==> config.mk <==
export PLATFORM = sky130hd
export DESIGN_NAME = sdtq_cell
export DESIGN_NICKNAME = d
export VERILOG_FILES = /design/src/rtl/sdtq_pkg.sv /design/src/rtl/sdtq_cell.sv
export SDC_FILE = /design/constraint.sdc
export NUM_CORES = 1
export LEC_CHECK = 0
export BUFFER_PORTS_ARGS = -buffer_cell sky130_fd_sc_hd__buf_4
export CORE_MARGIN = 2
export CORE_UTILIZATION = 40
export DETAILED_ROUTE_END_ITERATION = 12
export PLACE_DENSITY = 0.68
export SLEW_MARGIN = 5
export SYNTH_ARGS = -nofsm -noshare
export SYNTH_HDL_FRONTEND = slang
export SYNTH_SLANG_ARGS = --single-unit
==> constraint.sdc <==
create_clock -name clock -period 10.8 [get_ports clock]
set_clock_uncertainty 0.2 [all_clocks]
set_input_delay 1.08 -clock clock [delete_from_list [all_inputs] [get_ports clock]]
set_output_delay 1.08 -clock clock [all_outputs]
set_load 0.01 [all_outputs]
==> src/rtl/sdtq_pkg.sv <==
`timescale 1ns / 1ps

package sdtq_pkg;

   localparam int MODE_BITS   = 2;
   localparam int HID_BITS    = 8;
   localparam int DELAY_BITS  = 32;
   localparam int PERIOD_BITS = 32;
   localparam int NOW_BITS    = 48;
   localparam int OCC_BITS    = 5;
   localparam int REQ_DATA_BITS = 128;
   localparam int RSP_DATA_BITS = 16;

   localparam logic [MODE_BITS-1:0] MODE_ADD    = 2'd0;
   localparam logic [MODE_BITS-1:0] MODE_POLL   = 2'd1;
   localparam logic [MODE_BITS-1:0] MODE_FINISH = 2'd2;

   localparam logic [PERIOD_BITS-1:0] ONE_SHOT = 32'hFFFF_FFFF;

   // Operation broadcast to every cell in the chain
   typedef enum logic [1:0] {
      OP_HOLD,     // no change
      OP_INSERT,   // sorted insert of the key entry
      OP_POP,      // drop the top entry, shift toward the top
      OP_POP_INS   // drop the top entry and insert the key in the same cycle
   } op_type;

endpackage

==> src/rtl/sdtq_cell.sv <==
`timescale 1ns / 1ps

module sdtq_cell
   import sdtq_pkg::*;
#(
   parameter int TIME_BITS = 48,
   parameter int ID_BITS   = 8
) (
   input  logic                   clock,
   input  logic                   reset,
   input  op_type                 op,
   input  logic [TIME_BITS-1:0]   key_deadline,
   input  logic [PERIOD_BITS-1:0] key_period,
   input  logic [ID_BITS-1:0]     key_handler,
   // left neighbor (toward the top); the top cell sees left_valid = left_lt = 1
   input  logic                   left_valid,
   input  logic                   left_lt,
   input  logic [TIME_BITS-1:0]   left_deadline,
   input  logic [PERIOD_BITS-1:0] left_period,
   input  logic [ID_BITS-1:0]     left_handler,
   // right neighbor (toward the tail); the last cell sees an empty entry
   input  logic                   right_valid,
   input  logic [TIME_BITS-1:0]   right_deadline,
   input  logic [PERIOD_BITS-1:0] right_period,
   input  logic [ID_BITS-1:0]     right_handler,
   output logic                   valid,
   output logic                   lt,
   output logic [TIME_BITS-1:0]   deadline,
   output logic [PERIOD_BITS-1:0] period,
   output logic [ID_BITS-1:0]     handler
);

   logic                   valid_ff, valid_in;
   logic [TIME_BITS-1:0]   deadline_ff, deadline_in;
   logic [PERIOD_BITS-1:0] period_ff, period_in;
   logic [ID_BITS-1:0]     handler_ff, handler_in;

   // Entry ahead of the new key, judged on the contents this cell holds
   // after the pop when the top is being removed.
   always_comb begin
      unique case (op)
         OP_POP_INS: lt = right_valid && (right_deadline < key_deadline);
         default:    lt = valid_ff && (deadline_ff < key_deadline);
      endcase
   end

   always_comb begin
      valid_in    = valid_ff;
      deadline_in = deadline_ff;
      period_in   = period_ff;
      handler_in  = handler_ff;
      unique case (op)
         OP_HOLD: begin
         end
         OP_INSERT: begin
            valid_in = valid_ff | left_valid;
            if (lt) begin
            end else if (left_lt) begin
               deadline_in = key_deadline;
               period_in   = key_period;
               handler_in  = key_handler;
            end else begin
               deadline_in = left_deadline;
               period_in   = left_period;
               handler_in  = left_handler;
            end
         end
         OP_POP: begin
            valid_in    = right_valid;
            deadline_in = right_deadline;
            period_in   = right_period;
            handler_in  = right_handler;
         end
         OP_POP_INS: begin
            if (lt) begin
               deadline_in = right_deadline;
               period_in   = right_period;
               handler_in  = right_handler;
            end else if (left_lt) begin
               deadline_in = key_deadline;
               period_in   = key_period;
               handler_in  = key_handler;
            end
         end
         default: begin
         end
      endcase
   end

   always_ff @(posedge clock) begin
      if (reset) begin
         valid_ff <= 1'b0;
      end else begin
         valid_ff <= valid_in;
      end
      deadline_ff <= deadline_in;
      period_ff   <= period_in;
      handler_ff  <= handler_in;
   end

   assign valid    = valid_ff;
   assign deadline = deadline_ff;
   assign period   = period_ff;
   assign handler  = handler_ff;

endmodule

Word-level counts from Yosys, hierarchy flattened
Cells that the tools add are included.

Register bits: 89. Input port bits: 271. Output and inout bits: 90. Logic and storage cells: 34.

Order comparisons: 2. Equal/unequal tests: 5. Multiplexer cells: 17. Bitwise logic cells: 1. Reductions and logical operators: 5.

Operators by type and width (number): 48-bit two-way mux (4); 48-bit case mux with 3 select lines (1); 32-bit two-way mux (4); 48-bit < comparator (2); 32-bit case mux with 3 select lines (1); 8-bit two-way mux (4); 8-bit case mux with 3 select lines (1); 2-bit equality test (second input constant) (2); 3-bit != test (second input constant) (1); 3-bit AND reduction (1); 3-bit nonzero test (1); 2-bit by 1-bit equality test with 1-bit output (second input constant) (1); 1-bit logical AND (2); 2-bit != test (second input constant) (1); 1-bit case mux with 2 select lines (1); 2-bit nonzero test (1); 1-bit two-way mux (1); 1-bit bitwise OR (1).

Depth between registers and ports, before layout
Depth in word-level cells: 5. Depth in mapped cells: 13. Mapped depth without buffers: 10.

Least setup slack after synthesis
No wires, ideal clock.

Path kind: in2reg. From: in key_deadline[41]. To: reg deadline_ff[0], in the netlist deadline[0], enable pin. Library setup time: 665 ps. Arrival time: 9417 ps. Data required time: 9935 ps. Setup slack: 518 ps. Stages on the path: 12. Buffers on the path: 2. Cells stage by stage: inv_1 > ha_1 > a21o_1 > a21o_1 > a21oi_1 > o22ai_1 > a211o_1 > a311oi_4 > buf_6 > clkbuf_4 > nor4b_1 > a211oi_1.

Word-level cells in the longest chain between the ends: 5. Elaborated cells on any way between the ends: 8. Those cells by class: 2 x order compare; 2 x eq/ne; 1 x mux; 3 x reduce/logical.

Ends and longest elaborated chain: start: declaration (RTL line sdtq_cell.sv:12) `input logic [TIME_BITS-1:0] key_deadline,`; 48-bit < comparator (on tied branches) (RTL line sdtq_cell.sv:43, sdtq_cell.sv:42); 1-bit logical AND (on tied branches) (RTL line sdtq_cell.sv:43, sdtq_cell.sv:42); 1-bit two-way mux (*) (RTL line sdtq_cell.sv:41) `unique case (op)`; 3-bit != test (no source line) or 2-bit != test (tied branches); 3-bit AND reduction (no source line) (*); end signal: assignment (RTL line sdtq_cell.sv:96) `deadline_ff <= deadline_in;`; end: declaration (RTL line sdtq_cell.sv:34) `logic [TIME_BITS-1:0] deadline_ff, deadline_in;`.

Mark *: on every way between the ends. The rest lies on a longest branch, timed or not. A chain may end at the register's enable or synchronous reset.

Worst setup path after layout
From: in op[0]. To: out lt.

Word-level cells in the longest chain between the ends: 2.

Ends and longest elaborated chain: start: declaration (RTL line sdtq_cell.sv:11) `input op_type op,`; 2-bit equality test (RTL line sdtq_cell.sv:41); 1-bit two-way mux (RTL line sdtq_cell.sv:41); end: declaration (RTL line sdtq_cell.sv:27) `output logic lt,`.

Every way passes these cells.

==> run_results.csv <==
group,metric,value,unit
floorplan,initial_utilization,0.410,
sta,finalSetupViolations,0,
detailed_routing,drtPass1Iterations,5,
logic_synthesis,seq_area_frac_synth,0.307,
pwr,leakage,5.44,nW
hold_path,hold_class,"reg -> reg",
finish,final-instance-count-excl-fill,1573,
sta,period_share,0.468,
global_routing,first_global_vias,8660,
floorplan,core_area,0.0212,mm2
logic_synthesis,syn_area_per_cell,8.74,um2
detailed_routing,viasPerCell,5.77,
pwr,p_comb_frac,0.376,
global_routing,grt_max_degree,105,
detailed_routing,routed_wl,31.8,mm
detailed_routing,vias,9077,
global_routing,antenna_found_initial,0,
logic_synthesis,synth_ff_type,"edfxtp_1",
finish,multiInputGateArea,0.00547,mm2
clock_network,clkTransAtPathRegs,0.08,ns
logic_synthesis,synth_area_leaders,"edfxtp_1, ha_1, a311o_1",
logic_synthesis,synthTopCellsByCount,"nand2_1, ha_1, o21ai_0, nor3_1",
sta,max_clock_freq,0.198,GHz
clock_network,clock-sinks,89,
pwr,p_sw,0.426,mW
clock_network,cts_hold_buf,0,
finish,area.growth.synth_to_final,35.2,%
pwr,ir_drop,90.8,uV
clock_network,clkLatencyLatePin,0.34,ns
critical_path,criticalPathCategory,"in -> out",
critical_path,worst_ep_arrival_time,3.78,ns
detailed_routing,drt_iter0_drc,580,
detailed_routing,ant_nets,0,
logic_synthesis,synth_area,0.00867,mm2
logic_synthesis,ys_warn_count,0,
logic_synthesis,synth_top_area_frac,0.305,
sta,slew_violations,0,
sta,max_slew_margin,0.236,
clock_network,cts_made_buffers,9,
floorplan,rows,53,
logic_synthesis,synthCells,992,
global_routing,grt_use_total,0.267,
critical_path,start_kind,"primary input",
floorplan,io_pins,361,
status,outcome,"complete, no violations",
logic_synthesis,yosysMostFrequentCell,"nand2_1",
critical_path,critical_path_required,9.52,ns
clock_network,tritoncts,"built",
logic_synthesis,yosysTopAreaCell,"edfxtp_1",
finish,seqCellArea,0.00266,mm2
finish,antenna_cells,0,
detailed_routing,drc_errors,0,
logic_synthesis,synth-async-reset-ratio,0,
logic_synthesis,synth_cell_types,44,
sta,setup_tns,0,ns
pwr,intPower,0.853,mW
critical_path,end_kind,"output port",
logic_synthesis,ys_seq_elements,89,
clock_network,cts_root_buffer,"clkbuf_16",
sta,fin_crit,5.06,ns
clock_network,post_cts_buffers,0,
clock_network,ctsResizeCount,0,
pwr,total_power,1.28,mW
sta,rsz0062_at_grt,"no",
pwr,p_sw_frac,0.333,
clock_network,htree_levels,3,
sta,worstMarginPinSlew,1.13,ns
logic_synthesis,synth-edff-count,88,
finish,layout-drive-gt1-share,0.301,
logic_synthesis,synth_fp_nets,1361,
finish,nNetsFinal,1662,
job,drv_cap,0,
place,dp_cells,1557,
sta,hold_violations,0,
pwr,clkPwrFrac,0.256,
place,dp_hpwl,22.7,mm
floorplan,die_area,0.0229,mm2
global_routing,overflow,0,
critical_path,cp_max_fo,77,
detailed_routing,wire_per_inst,20.2,um
pwr,p_seq_frac,0.368,
finish,fillers,1945,
place,portBuffers,360,
floorplan,die_y,151,um
global_routing,grt_pass1_wl,47.7,mm
clock_network,clockBufferDepth,2,
place,gp_congestion,0.876,
pwr,powerDensity,109,mW/mm2
floorplan,die_w,151,um
metal layers:
layer | track usage | wire length, um | vias up
met2 | 0.451 | 15300 | 463
met5 | 0 | 0 | -
met3 | 0.0587 | 3050 | 46
li1 | - | - | 4351
met4 | 0.0888 | 851 | 0
met1 | 0.337 | 12600 | 4217
metrics by stage:
step                      hold slack (ns)   util  setup WS [ns]  area (um2)
after global routing                0.385  0.554           5.60       11700
after global placement              0.322  0.540           5.84       11400
final                               0.334  0.554           5.74       11700
after CTS                           0.341  0.554           5.77       11700
after detailed placement            0.331  0.540           5.77       11400
after floorplan                     0.322      -          0.518        8670
cell usage in the layout (no fill, tap or decap), types with 2 or more instances in the layout:
| cell | instances |
|---|---|
| nand4_1 | 16 |
| a311o_1 | 88 |
| o31ai_1 | 2 |
| a211oi_1 | 5 |
| ha_4 | 2 |
| a21o_1 | 10 |
| clkbuf_16 | 9 |
| mux2i_1 | 88 |
| nor3_1 | 94 |
| ha_1 | 96 |
| nor2b_1 | 4 |
| clkinvlp_4 | 3 |
| buf_4 | 369 |
| a211o_1 | 2 |
| o21a_1 | 2 |
| and4_1 | 2 |
| nand3_1 | 10 |
| nor2_1 | 12 |
| inv_1 | 49 |
| o21ai_0 | 98 |
| a21boi_0 | 2 |
| nand2b_1 | 3 |
| edfxtp_1 | 88 |
| nand2_1 | 188 |
| a21oi_1 | 30 |
| o21bai_1 | 3 |
power by group through the flow:
stage,clock [mW],sequential (mW),combinational (mW)
CTS,0.336,0.471,0.481
global route,0.343,0.476,0.527
floorplan,0,0.500,0.225
detailed placement,0,0.477,0.480
global placement,0,0.477,0.475
finish,0.328,0.471,0.481
critical path, stage by stage:
cell	delay (ns)
buf_4	0.11
ha_4	0.68
nand4b_1	0.19
a211o_1	0.36
a311oi_4	0.56
or2_4	0.54
buf_4	0.21
cell families (layout without fill, tap and decap cells):
kind of cell	after synthesis	in the layout	share of synthesized area
AND/OR/NAND/NOR	335	335	0.170
flip-flops	89	89	0.307
AO/OA/AOI/OAI	254	254	0.212
multiplexers	88	88	0.102
adder cells (fa/ha/maj)	98	98	0.141
buffers and inverters	128	434	0.0680
layout make-up:
type,count,share of cell area
tap,275,0.0293
inverter,49,0.0157
multi-input combinational,775,0.466
sequential,89,0.227
clock buffer,10,0.0195
timing repair buffer,369,0.236
clock inverter,6,0.00566
path summary, 6_finish.rpt:
| kind | startpoint | to | slack [ns] | cells after the start |
|---|---|---|---|---|
| max | op[0] | lt | 5.74 | 7 |
| min | valid$_SDFFE_PP0P_ | valid$_SDFFE_PP0P_ | 0.33 | 2 |
| max reg2reg | deadline[2]$_DFFE_PP_ | handler[5]$_DFFE_PP_ | 6.71 | 10 |
| min reg2reg | valid$_SDFFE_PP0P_ | valid$_SDFFE_PP0P_ | 0.33 | 2 |
sequential cells by signal (all words and copies together) (netlist names):
name / cells
valid: 1
handler: 8
period: 32
deadline: 48
Power figures use the tool's default switching activity.
